### src/sha256_pkg.sv
// ----------------------------------------------------------------------------
// SHA-256 package
// Shared constants, round tables, the round-unit control bundle and the
// SHA-256 mixing functions used by the byte-stream hash core.
// ----------------------------------------------------------------------------
package sha256_pkg;

  // Block geometry and padding positions.
  localparam logic [5:0] FILL_LAST   = 6'd63;
  localparam logic [5:0] LEN_POS     = 6'd56;
  localparam logic [7:0] PAD_MARK    = 8'h80;
  localparam logic [5:0] LOAD_LAST   = 6'd16;
  localparam logic [5:0] ROUND_LAST  = 6'd63;
  localparam logic [5:0] WBACK_LAST  = 6'd8;
  localparam logic [5:0] CHAIN_WORDS = 6'd8;
  localparam logic [2:0] DIGEST_LAST = 3'd7;

  // Round constants, one per round.
  localparam logic [31:0] K_TABLE [64] = '{
    32'h428A2F98, 32'h71374491, 32'hB5C0FBCF, 32'hE9B5DBA5,
    32'h3956C25B, 32'h59F111F1, 32'h923F82A4, 32'hAB1C5ED5,
    32'hD807AA98, 32'h12835B01, 32'h243185BE, 32'h550C7DC3,
    32'h72BE5D74, 32'h80DEB1FE, 32'h9BDC06A7, 32'hC19BF174,
    32'hE49B69C1, 32'hEFBE4786, 32'h0FC19DC6, 32'h240CA1CC,
    32'h2DE92C6F, 32'h4A7484AA, 32'h5CB0A9DC, 32'h76F988DA,
    32'h983E5152, 32'hA831C66D, 32'hB00327C8, 32'hBF597FC7,
    32'hC6E00BF3, 32'hD5A79147, 32'h06CA6351, 32'h14292967,
    32'h27B70A85, 32'h2E1B2138, 32'h4D2C6DFC, 32'h53380D13,
    32'h650A7354, 32'h766A0ABB, 32'h81C2C92E, 32'h92722C85,
    32'hA2BFE8A1, 32'hA81A664B, 32'hC24B8B70, 32'hC76C51A3,
    32'hD192E819, 32'hD6990624, 32'hF40E3585, 32'h106AA070,
    32'h19A4C116, 32'h1E376C08, 32'h2748774C, 32'h34B0BCB5,
    32'h391C0CB3, 32'h4ED8AA4A, 32'h5B9CCA4F, 32'h682E6FF3,
    32'h748F82EE, 32'h78A5636F, 32'h84C87814, 32'h8CC70208,
    32'h90BEFFFA, 32'hA4506CEB, 32'hBEF9A3F7, 32'hC67178F2
  };

  // Initial hash value of every message.
  localparam logic [31:0] IV_TABLE [8] = '{
    32'h6A09E667, 32'hBB67AE85, 32'h3C6EF372, 32'hA54FF53A,
    32'h510E527F, 32'h9B05688C, 32'h1F83D9AB, 32'h5BE0CD19
  };

  // Control bundle from the sequencer to the round unit.
  typedef struct packed {
    logic       w_load;    // shift a block word into the schedule
    logic       v_load;    // load one working variable from the chain
    logic [2:0] v_idx;     // working variable selected for load or readout
    logic       round_en;  // run one compression round
    logic [5:0] round;     // current round number
  } rnd_ctrl_t;

  function automatic logic [31:0] rotr(input logic [31:0] x, input int n);
    return (x >> n) | (x << (32 - n));
  endfunction

  function automatic logic [31:0] bsig0(input logic [31:0] x);
    return rotr(x, 2) ^ rotr(x, 13) ^ rotr(x, 22);
  endfunction

  function automatic logic [31:0] bsig1(input logic [31:0] x);
    return rotr(x, 6) ^ rotr(x, 11) ^ rotr(x, 25);
  endfunction

  function automatic logic [31:0] ssig0(input logic [31:0] x);
    return rotr(x, 7) ^ rotr(x, 18) ^ (x >> 3);
  endfunction

  function automatic logic [31:0] ssig1(input logic [31:0] x);
    return rotr(x, 17) ^ rotr(x, 19) ^ (x >> 10);
  endfunction

  function automatic logic [31:0] ch_fn(input logic [31:0] x, input logic [31:0] y,
                                        input logic [31:0] z);
    return (x & y) ^ (~x & z);
  endfunction

  function automatic logic [31:0] maj_fn(input logic [31:0] x, input logic [31:0] y,
                                         input logic [31:0] z);
    return (x & y) ^ (x & z) ^ (y & z);
  endfunction

endpackage

### src/sha256_buf_mem.sv
// ----------------------------------------------------------------------------
// SHA-256 block buffer memory
// Sixteen 32-bit words written one byte at a time, big-endian within a word,
// and read one whole word per cycle with registered read data.
// ----------------------------------------------------------------------------
module sha256_buf_mem
  import sha256_pkg::*;
(
  input  logic        clk,
  input  logic        wr_en,
  input  logic [5:0]  wr_addr,
  input  logic [7:0]  wr_byte,
  input  logic        rd_en,
  input  logic [3:0]  rd_addr,
  output logic [31:0] rd_data
);

  logic [3:0][7:0] mem [16];
  logic [31:0]     rd_data_r;
  logic [1:0]      wr_lane;

  // Byte 0 of a word is its most significant byte.
  assign wr_lane = 2'd3 - wr_addr[1:0];

  // Byte write port.
  always_ff @(posedge clk) begin
    if (wr_en) begin
      mem[wr_addr[5:2]][wr_lane] <= wr_byte;
    end
  end

  // Word read port with registered read data.
  always_ff @(posedge clk) begin
    if (rd_en) begin
      rd_data_r <= mem[rd_addr];
    end
  end

  assign rd_data = rd_data_r;

endmodule

### src/sha256_chain_mem.sv
// ----------------------------------------------------------------------------
// SHA-256 chaining value memory
// Eight 32-bit chaining words with a registered read port and a write port.
// A single flag marks the whole memory as holding the initial hash value, so
// a new message needs no write sweep.
// ----------------------------------------------------------------------------
module sha256_chain_mem
  import sha256_pkg::*;
(
  input  logic        clk,
  input  logic        rst_n,
  input  logic        rd_en,
  input  logic [2:0]  rd_addr,
  output logic [31:0] rd_data,
  input  logic        wr_en,
  input  logic [2:0]  wr_addr,
  input  logic [31:0] wr_data,
  input  logic        init,
  input  logic        commit
);

  logic [31:0] mem [8];
  logic [31:0] mem_q_r;
  logic [2:0]  idx_q_r;
  logic        iv_q_r;
  logic        iv_r;
  logic        iv_nxt;

  // The initial value flag is set for a new message and cleared once the
  // first compression has written all eight words back.
  always_comb begin
    iv_nxt = iv_r;
    if (init) begin
      iv_nxt = 1'b1;
    end else if (commit) begin
      iv_nxt = 1'b0;
    end
  end

  always_ff @(posedge clk) begin
    if (!rst_n) begin
      iv_r <= 1'b1;
    end else begin
      iv_r <= iv_nxt;
    end
  end

  // Write port.
  always_ff @(posedge clk) begin
    if (wr_en) begin
      mem[wr_addr] <= wr_data;
    end
  end

  // Read port; the flag is sampled with the read so the overlay matches it.
  always_ff @(posedge clk) begin
    if (rd_en) begin
      mem_q_r <= mem[rd_addr];
      idx_q_r <= rd_addr;
      iv_q_r  <= iv_r;
    end
  end

  assign rd_data = iv_q_r ? IV_TABLE[idx_q_r] : mem_q_r;

endmodule

### src/sha256_rounds.sv
// ----------------------------------------------------------------------------
// SHA-256 round unit
// Holds the 16-word message schedule window and the eight working variables,
// and runs one compression round per cycle while ctrl.round_en is set.
// ----------------------------------------------------------------------------
module sha256_rounds
  import sha256_pkg::*;
(
  input  logic        clk,
  input  rnd_ctrl_t   ctrl,
  input  logic [31:0] w_in,
  input  logic [31:0] v_in,
  output logic [31:0] v_out
);

  logic [31:0] w_r [16];
  logic [31:0] v_r [8];
  logic [31:0] w_new;
  logic [31:0] w_src;
  logic [31:0] t1;
  logic [31:0] t2;

  // Schedule expansion and round sums.
  always_comb begin
    w_new = w_r[0] + ssig0(w_r[1]) + w_r[9] + ssig1(w_r[14]);
    t1    = v_r[7] + bsig1(v_r[4]) + ch_fn(v_r[4], v_r[5], v_r[6])
          + K_TABLE[ctrl.round] + w_r[0];
    t2    = bsig0(v_r[0]) + maj_fn(v_r[0], v_r[1], v_r[2]);
    w_src = ctrl.w_load ? w_in : w_new;
  end

  // Schedule window: the oldest word sits at index 0.
  always_ff @(posedge clk) begin
    if (ctrl.w_load || ctrl.round_en) begin
      for (int i = 0; i < 15; i++) begin
        w_r[i] <= w_r[i + 1];
      end
      w_r[15] <= w_src;
    end
  end

  // Working variables.
  always_ff @(posedge clk) begin
    if (ctrl.v_load) begin
      v_r[ctrl.v_idx] <= v_in;
    end else if (ctrl.round_en) begin
      v_r[7] <= v_r[6];
      v_r[6] <= v_r[5];
      v_r[5] <= v_r[4];
      v_r[4] <= v_r[3] + t1;
      v_r[3] <= v_r[2];
      v_r[2] <= v_r[1];
      v_r[1] <= v_r[0];
      v_r[0] <= t1 + t2;
    end
  end

  assign v_out = v_r[ctrl.v_idx];

endmodule

### src/sha256_byte_stream_hash_core.sv
// ----------------------------------------------------------------------------
// SHA-256 byte-stream hash core
// Absorbs one message byte per transfer and returns the eight digest words
// after a finish transfer.
// ----------------------------------------------------------------------------
// A data byte is taken while the core is idle and the 64-byte buffer is not yet full.
// The byte that fills a block starts a compression (loading the block and
// chaining words from their memories, the 64 rounds of the single round
// unit, then adding the result back into the chaining memory), during
// which in_ready is low. A finish transfer writes the padding one byte per
// cycle (64 minus the fill level, and 64 more ahead of a second block),
// compresses one block, or two when fewer than nine bytes of the block are
// left, and then sends the eight digest words, each read in ST_OUT_RD and
// registered in ST_OUT_LD, word 0 first, the last with out_last_word set.
// The next message can start while the final word still waits on out_ready.
// ----------------------------------------------------------------------------
module sha256_byte_stream_hash_core
  import sha256_pkg::*;
(
  input  logic        clk,
  input  logic        rst_n,
  input  logic        in_valid,
  output logic        in_ready,
  input  logic        in_kind,
  input  logic [7:0]  in_data_byte,
  output logic        out_valid,
  input  logic        out_ready,
  output logic [31:0] out_digest_word,
  output logic [2:0]  out_word_index,
  output logic        out_last_word
);

  typedef enum logic [6:0] {
    ST_IDLE   = 7'b0000001,
    ST_PAD    = 7'b0000010,
    ST_LOAD   = 7'b0000100,
    ST_ROUND  = 7'b0001000,
    ST_WBACK  = 7'b0010000,
    ST_OUT_RD = 7'b0100000,
    ST_OUT_LD = 7'b1000000
  } state_t;

  // Control registers.
  state_t      state_r,    state_nxt;
  logic [5:0]  cnt_r,      cnt_nxt;
  logic [5:0]  fill_r,     fill_nxt;
  logic [63:0] msg_cnt_r,  msg_cnt_nxt;
  logic        pad_mode_r, pad_mode_nxt;
  logic        first_r,    first_nxt;
  logic        two_blk_r,  two_blk_nxt;
  logic [2:0]  out_idx_r,  out_idx_nxt;
  logic        out_valid_r, out_valid_nxt;

  // Payload registers.
  logic [63:0] bit_len_r;
  logic [31:0] out_word_r;
  logic [2:0]  out_index_r;
  logic        out_last_r;

  // Memory and round unit hookups.
  logic        buf_wr_en;
  logic [7:0]  buf_wr_byte;
  logic        buf_rd_en;
  logic [31:0] buf_rd_data;
  logic        chain_rd_en;
  logic [2:0]  chain_rd_addr;
  logic [31:0] chain_rd_data;
  logic        chain_wr_en;
  logic        chain_init;
  logic        chain_commit;
  logic [31:0] v_out;
  rnd_ctrl_t   rnd_ctrl;

  logic        in_fire;
  logic        out_load;
  logic [2:0]  lag_idx;
  logic [7:0]  len_byte;
  logic [7:0]  pad_byte;

  assign in_ready = (state_r == ST_IDLE);
  assign in_fire  = in_valid && in_ready;

  // Index of the word whose read data lands this cycle.
  assign lag_idx = 3'(cnt_r - 6'd1);

  // Padding byte: the marker first, then zeros, then the big-endian length
  // in the last eight bytes of the final block.
  assign len_byte = bit_len_r[{3'd7 - fill_r[2:0], 3'b000} +: 8];
  always_comb begin
    if (first_r) begin
      pad_byte = PAD_MARK;
    end else if (!two_blk_r && (fill_r >= LEN_POS)) begin
      pad_byte = len_byte;
    end else begin
      pad_byte = 8'h00;
    end
  end

  assign buf_wr_byte = (state_r == ST_PAD) ? pad_byte : in_data_byte;

  // Sequencer.
  always_comb begin
    state_nxt    = state_r;
    cnt_nxt      = cnt_r;
    fill_nxt     = fill_r;
    msg_cnt_nxt  = msg_cnt_r;
    pad_mode_nxt = pad_mode_r;
    first_nxt    = first_r;
    two_blk_nxt  = two_blk_r;
    out_idx_nxt  = out_idx_r;
    buf_wr_en    = 1'b0;
    buf_rd_en    = 1'b0;
    chain_rd_en  = 1'b0;
    chain_rd_addr = cnt_r[2:0];
    chain_wr_en  = 1'b0;
    chain_init   = 1'b0;
    chain_commit = 1'b0;
    out_load     = 1'b0;
    rnd_ctrl     = '0;
    rnd_ctrl.v_idx = lag_idx;
    rnd_ctrl.round = cnt_r;

    unique case (state_r)
      ST_IDLE: begin
        if (in_fire) begin
          if (!in_kind) begin
            buf_wr_en   = 1'b1;
            msg_cnt_nxt = msg_cnt_r + 64'd1;
            if (fill_r == FILL_LAST) begin
              fill_nxt  = '0;
              cnt_nxt   = '0;
              state_nxt = ST_LOAD;
            end else begin
              fill_nxt = fill_r + 6'd1;
            end
          end else begin
            pad_mode_nxt = 1'b1;
            first_nxt    = 1'b1;
            two_blk_nxt  = (fill_r >= LEN_POS);
            state_nxt    = ST_PAD;
          end
        end
      end

      ST_PAD: begin
        buf_wr_en = 1'b1;
        first_nxt = 1'b0;
        if (fill_r == FILL_LAST) begin
          fill_nxt  = '0;
          cnt_nxt   = '0;
          state_nxt = ST_LOAD;
        end else begin
          fill_nxt = fill_r + 6'd1;
        end
      end

      // Read block words and chaining words; each lands in the next cycle.
      ST_LOAD: begin
        buf_rd_en   = (cnt_r < LOAD_LAST);
        chain_rd_en = (cnt_r < CHAIN_WORDS);
        rnd_ctrl.w_load = (cnt_r != 6'd0);
        rnd_ctrl.v_load = (cnt_r != 6'd0) && (cnt_r <= CHAIN_WORDS);
        if (cnt_r == LOAD_LAST) begin
          cnt_nxt   = '0;
          state_nxt = ST_ROUND;
        end else begin
          cnt_nxt = cnt_r + 6'd1;
        end
      end

      ST_ROUND: begin
        rnd_ctrl.round_en = 1'b1;
        cnt_nxt = cnt_r + 6'd1;
        if (cnt_r == ROUND_LAST) begin
          cnt_nxt   = '0;
          state_nxt = ST_WBACK;
        end
      end

      // Read each chaining word and write back its sum with the round result.
      ST_WBACK: begin
        chain_rd_en = (cnt_r < CHAIN_WORDS);
        chain_wr_en = (cnt_r != 6'd0);
        if (cnt_r == WBACK_LAST) begin
          chain_commit = 1'b1;
          cnt_nxt      = '0;
          if (!pad_mode_r) begin
            state_nxt = ST_IDLE;
          end else if (two_blk_r) begin
            two_blk_nxt = 1'b0;
            state_nxt   = ST_PAD;
          end else begin
            out_idx_nxt = '0;
            state_nxt   = ST_OUT_RD;
          end
        end else begin
          cnt_nxt = cnt_r + 6'd1;
        end
      end

      // Read the next digest word once the output register will be free.
      ST_OUT_RD: begin
        chain_rd_addr = out_idx_r;
        if (!out_valid_r || out_ready) begin
          chain_rd_en = 1'b1;
          state_nxt   = ST_OUT_LD;
        end
      end

      ST_OUT_LD: begin
        out_load = 1'b1;
        if (out_idx_r == DIGEST_LAST) begin
          chain_init   = 1'b1;
          msg_cnt_nxt  = '0;
          pad_mode_nxt = 1'b0;
          state_nxt    = ST_IDLE;
        end else begin
          out_idx_nxt = out_idx_r + 3'd1;
          state_nxt   = ST_OUT_RD;
        end
      end

      default: begin
        state_nxt = ST_IDLE;
      end
    endcase
  end

  // Output register valid.
  always_comb begin
    out_valid_nxt = out_valid_r;
    if (out_load) begin
      out_valid_nxt = 1'b1;
    end else if (out_ready) begin
      out_valid_nxt = 1'b0;
    end
  end

  always_ff @(posedge clk) begin
    if (!rst_n) begin
      state_r     <= ST_IDLE;
      cnt_r       <= '0;
      fill_r      <= '0;
      msg_cnt_r   <= '0;
      pad_mode_r  <= 1'b0;
      first_r     <= 1'b0;
      two_blk_r   <= 1'b0;
      out_idx_r   <= '0;
      out_valid_r <= 1'b0;
    end else begin
      state_r     <= state_nxt;
      cnt_r       <= cnt_nxt;
      fill_r      <= fill_nxt;
      msg_cnt_r   <= msg_cnt_nxt;
      pad_mode_r  <= pad_mode_nxt;
      first_r     <= first_nxt;
      two_blk_r   <= two_blk_nxt;
      out_idx_r   <= out_idx_nxt;
      out_valid_r <= out_valid_nxt;
    end
  end

  // Message length in bits, captured on the finish transfer.
  always_ff @(posedge clk) begin
    if (in_fire && in_kind) begin
      bit_len_r <= {msg_cnt_r[60:0], 3'b000};
    end
  end

  // Digest word output register.
  always_ff @(posedge clk) begin
    if (out_load) begin
      out_word_r  <= chain_rd_data;
      out_index_r <= out_idx_r;
      out_last_r  <= (out_idx_r == DIGEST_LAST);
    end
  end

  assign out_valid       = out_valid_r;
  assign out_digest_word = out_word_r;
  assign out_word_index  = out_index_r;
  assign out_last_word   = out_last_r;

  sha256_buf_mem u_buf (
    .clk     (clk),
    .wr_en   (buf_wr_en),
    .wr_addr (fill_r),
    .wr_byte (buf_wr_byte),
    .rd_en   (buf_rd_en),
    .rd_addr (cnt_r[3:0]),
    .rd_data (buf_rd_data)
  );

  sha256_chain_mem u_chain (
    .clk     (clk),
    .rst_n   (rst_n),
    .rd_en   (chain_rd_en),
    .rd_addr (chain_rd_addr),
    .rd_data (chain_rd_data),
    .wr_en   (chain_wr_en),
    .wr_addr (lag_idx),
    .wr_data (chain_rd_data + v_out),
    .init    (chain_init),
    .commit  (chain_commit)
  );

  sha256_rounds u_rounds (
    .clk   (clk),
    .ctrl  (rnd_ctrl),
    .w_in  (buf_rd_data),
    .v_in  (chain_rd_data),
    .v_out (v_out)
  );

endmodule

### config.mk
export PLATFORM = sky130hd
export DESIGN_NAME = sha256_byte_stream_hash_core
export DESIGN_NICKNAME = d
export VERILOG_FILES = /design/src/sha256_pkg.sv /design/src/sha256_buf_mem.sv /design/src/sha256_chain_mem.sv /design/src/sha256_rounds.sv /design/src/sha256_byte_stream_hash_core.sv
export SDC_FILE = /design/constraint.sdc
export NUM_CORES = 2
export LEC_CHECK = 0
export BUFFER_PORTS_ARGS = -buffer_cell sky130_fd_sc_hd__clkbuf_2
export CORE_MARGIN = 10
export CORE_UTILIZATION = 34
export CTS_CLUSTER_DIAMETER = 40
export DETAILED_ROUTE_END_ITERATION = 6
export GPL_ROUTABILITY_DRIVEN = 0
export PLACE_DENSITY_LB_ADDON = 0.1
export SETUP_SLACK_MARGIN = 0.4
export SYNTH_ARGS = -nofsm -noshare
export SYNTH_HDL_FRONTEND = slang
export SYNTH_SLANG_ARGS = --single-unit
### constraint.sdc
create_clock -name clk -period 15.8 [get_ports clk]
set_input_delay 2.37 -clock clk [delete_from_list [all_inputs] [get_ports clk]]
set_output_delay 2.37 -clock clk [all_outputs]
set_load 0.005 [all_outputs]
==> impl_metrics.toml <==
[run_status]
status = "finished, violations left"
violations = "design-rule violations"

[sta]
grt_setup_unrepaired = "false"
period_needed_ns = 10.62
layout_setup_ws_ns = 5.18
fin_crit_sh = 0.672
fmax_mhz = 94.2
setup-tns-final_ns = 0
finalClockSkew_ns = 0.0811
number_of_failing_setup_endpoints_in_the_final_timing_report = 0
tightestPinTransition_ns = 1.27
number_of_failing_hold_endpoints_at_the_final_stage = 0
max_slew_margin = 0.145
final-max-slew-violation-count = 0

[synth]
asyncSetResetFlopFracSynth = 0
synthesis.yosys.warnings = 0
synth-edff-count = 1701
syn-mean-instance-area_um2 = 13.3
synth_flop_cell = "sky130_fd_sc_hd__edfxtp_1"
yosys.cell_types.count = 85
sequential_fraction_of_the_synthesis_area = 0.623
synth.top_cells.by_area = "sky130_fd_sc_hd__edfxtp_1 60%, sky130_fd_sc_hd__fa_1 4.4%, sky130_fd_sc_hd__xnor2_1 3.2%, sky130_fd_sc_hd__ha_1 2.8%, sky130_fd_sc_hd__nand2_1 2.8%"
post_synth_instance_area_um2 = 84800
netlist_instances = 6378
synth_top_cell_by_area = "sky130_fd_sc_hd__edfxtp_1"
ys_ff_latch = 1789
synth_most_common_cell = "sky130_fd_sc_hd__edfxtp_1"
ys_top_cells_by_count = "1701 x sky130_fd_sc_hd__edfxtp_1, 635 x sky130_fd_sc_hd__nand2_1, 387 x sky130_fd_sc_hd__nor2_1, 306 x sky130_fd_sc_hd__xnor2_1, 294 x sky130_fd_sc_hd__clkbuf_1"
yosys.area.top_type_share = 0.603
mappedNetlistNets = 6772

[clock_tree]
clock_latency_ns = 0.94
clock_tree_from_tritoncts = "done"
cts.htree.levels = 5
cts.root.buffer_cell = "sky130_fd_sc_hd__clkbuf_16"
post_cts_resized = 0
post-cts-setup-buffers = 0
cts_buffers = 320
clkSlewWorstSetupHoldPaths_ns = 0.06
clock_sink_count = 1789
holdBufCountCts = 0
cts_max_path_buffers = 4

[setup_path]
end_kind = "register"
critical_path.most_common_cell = "sky130_fd_sc_hd__a21oi_1"
cpLargestDelayFamily = "compound AO/OA/AOI/OAI gates"
path_max_fanout = 43
worst-setup-path-type = "reg2reg"
r2r_end = "u_rounds.v_r[4][30]"
startpoint_of_the_most_critical_register_to_register_path = "cnt_r[0]"
cp_slowest_cell = "sky130_fd_sc_hd__dfxtp_4"
cp_slowest_stage_delay_ns = 0.84
worst_ep_required_time_ns = 16.46
r2r_cells = 35
r2r_slack_ns = 5.18
cp_data_arrival_time_ns = 11.27
cp.buffers_inverters = 4
crit_path_start_kind = "register"

[worst_hold_path]
class_of_the_worst_hold_path = "reg2reg"
hold_end = "u_rounds.w_r[1][142]"
worstHoldStart = "u_rounds.w_r[1][174]"
timing.hold.worst_path_depth = 0

[run]
maxCapViolations = 0

[global_routing]
grt.met1_usage = 0.288
grt_pass1_wl_um = 391000
gr-usage-met3 = 0.0355
first_global_vias = 53170
pin_count_of_the_biggest_net_entering_global_routing = 129
antenna_violations_before_repair = 8
grt_busiest_layer = "met2"
grt-ovfl-total = 0
global_route.usage.total = 0.196
groute.layer.met2.usage = 0.299

[finish]
final_cell_count_without_fillers = 10067
finalNetCount = 6883
share_of_layout_cells_above_drive_strength_1 = 0.132
syn_to_final_growth_pct = 17.4

[detailed_routing]
drtAntennaViolNets = 0
detail_route.drc_violations = 1
dr.first_iter.drc_count = 5787
drt-pass1-iter-count = 7
wl_per_cell_um = 27.1
routed-via-count = 53923
via_per_inst = 5.36
routed_wirelength_um = 273000

[floorplanning]
initial_utilization = 0.341
fp.coreArea_um2 = 248000
die_x_extent_um = 519
num_io_pins = 51
row_count = 183
fp.dieArea_um2 = 270000
die_outline_height_um = 519

[pwr]
total_power_consumption_mw = 12.1
power_per_cell_area_nw_per_um2 = 122
vdd_ir_drop_max_uv = 106
power_leakage_nw = 34.5

[placement]
detailed_place_hpwl_um = 185000
count_of_input_and_output_buffers = 50
place_ws_ns = 5.28
numPlacedInstances = 9497
## per-layer routing
| metal | share of wire | routed length (um) |
|---|---|---|
| met1 | 0.47 | 127000 |
| met2 | 0.45 | 122000 |
| met5 | 0.000070 | 19 |
| met3 | 0.063 | 17200 |
| met4 | 0.023 | 6170 |
## layout make-up
class,instances,area (um2)
clock inverter,221,2370
sequential,1789,52900
clock buffer,344,8150
tap,3330,4170
multi-input combinational,3952,29900
fill,23348,149000
timing repair buffer,146,1010
inverter,280,1060
antenna,5,12.5
## worst register-to-register path: cells and delay by family (launching register included)
| kind | cells | cell delay (ns) |
|---|---|---|
| adder cells (fa/ha/maj) | 6 | 2.49 |
| buffers and inverters | 4 | 0.93 |
| XOR/XNOR | 2 | 0.37 |
| AND/OR/NAND/NOR | 4 | 0.66 |
| flip-flops | 1 | 0.84 |
| AO/OA/AOI/OAI | 19 | 5.03 |
## cell families after synthesis
kind of cell / synth area share
flops: 0.623
simple gates: 0.0831
compound gates: 0.100
buf+inv: 0.0283
xor+xnor: 0.0448
fa+ha+maj: 0.0756
mux: 0.0445
## how the worst max path moves through the flow
stage          startpoint                   to  slack [ns]  cells after the start
2_1_floorplan    cnt_r[0]   u_rounds.w_r[0][0]        1.55                     11
3_3_place_gp     cnt_r[0]  u_rounds.v_r[4][30]        5.29                     35
3_5_place_dp     cnt_r[0]  u_rounds.v_r[4][30]        5.28                     35
4_1_cts          cnt_r[0]  u_rounds.v_r[4][30]        5.16                     35
5_1_grt          cnt_r[0]  u_rounds.v_r[0][31]        4.52                     34
6_report         cnt_r[0]  u_rounds.v_r[4][30]        5.18                     35
## cells in the final DEF, fill, tap and decap left out, types with 51 or more instances in the layout
| cell | count |
|---|---|
| sky130_fd_sc_hd__a21o_1 | 175 |
| sky130_fd_sc_hd__a21oi_1 | 245 |
| sky130_fd_sc_hd__a22oi_1 | 131 |
| sky130_fd_sc_hd__buf_4 | 93 |
| sky130_fd_sc_hd__clkbuf_16 | 322 |
| sky130_fd_sc_hd__dfxtp_1 | 82 |
| sky130_fd_sc_hd__edfxtp_1 | 1701 |
| sky130_fd_sc_hd__fa_1 | 188 |
| sky130_fd_sc_hd__ha_1 | 193 |
| sky130_fd_sc_hd__inv_1 | 275 |
| sky130_fd_sc_hd__mux2i_1 | 121 |
| sky130_fd_sc_hd__mux4_2 | 91 |
| sky130_fd_sc_hd__nand2_1 | 633 |
| sky130_fd_sc_hd__nand3_1 | 239 |
| sky130_fd_sc_hd__nand4_1 | 51 |
| sky130_fd_sc_hd__nor2_1 | 375 |
| sky130_fd_sc_hd__o21a_1 | 122 |
| sky130_fd_sc_hd__o21ai_0 | 242 |
| sky130_fd_sc_hd__xnor2_1 | 306 |
| sky130_fd_sc_hd__xor2_1 | 128 |
## through the flow
step                      hold slack, ns  utilization  cell area (um2)
after global routing               0.395        0.401            99500
after global placement             0.400        0.358            89000
after detailed placement           0.405        0.358            89000
after CTS                          0.391        0.401            99500
final                              0.392        0.401            99500
after floorplan                    0.400            -            84800
## registers in the layout (all words and copies together) (netlist names), 3 cells and up
signal,flops
fill_r,6
cnt_r,6
out_digest_word,32
u_rounds.v_r,256
u_buf.rd_data,32
state_r,7
out_word_index,3
bit_len_r,61
u_chain.mem_q_r,32
u_chain.idx_q_r,3
out_idx_r,3
msg_cnt_r,61
u_rounds.w_r,512
u_buf.mem,512
u_chain.mem,256
## report_power, final
group	total, mW	switching (mW)	leakage [nW]	internal [mW]
Combinational	0.186	0.139	13.4	0.0471
Sequential	5.21	0.0118	16.0	5.19
Clock	6.73	2.47	5.03	4.26
(Power assumes the default switching activity.)
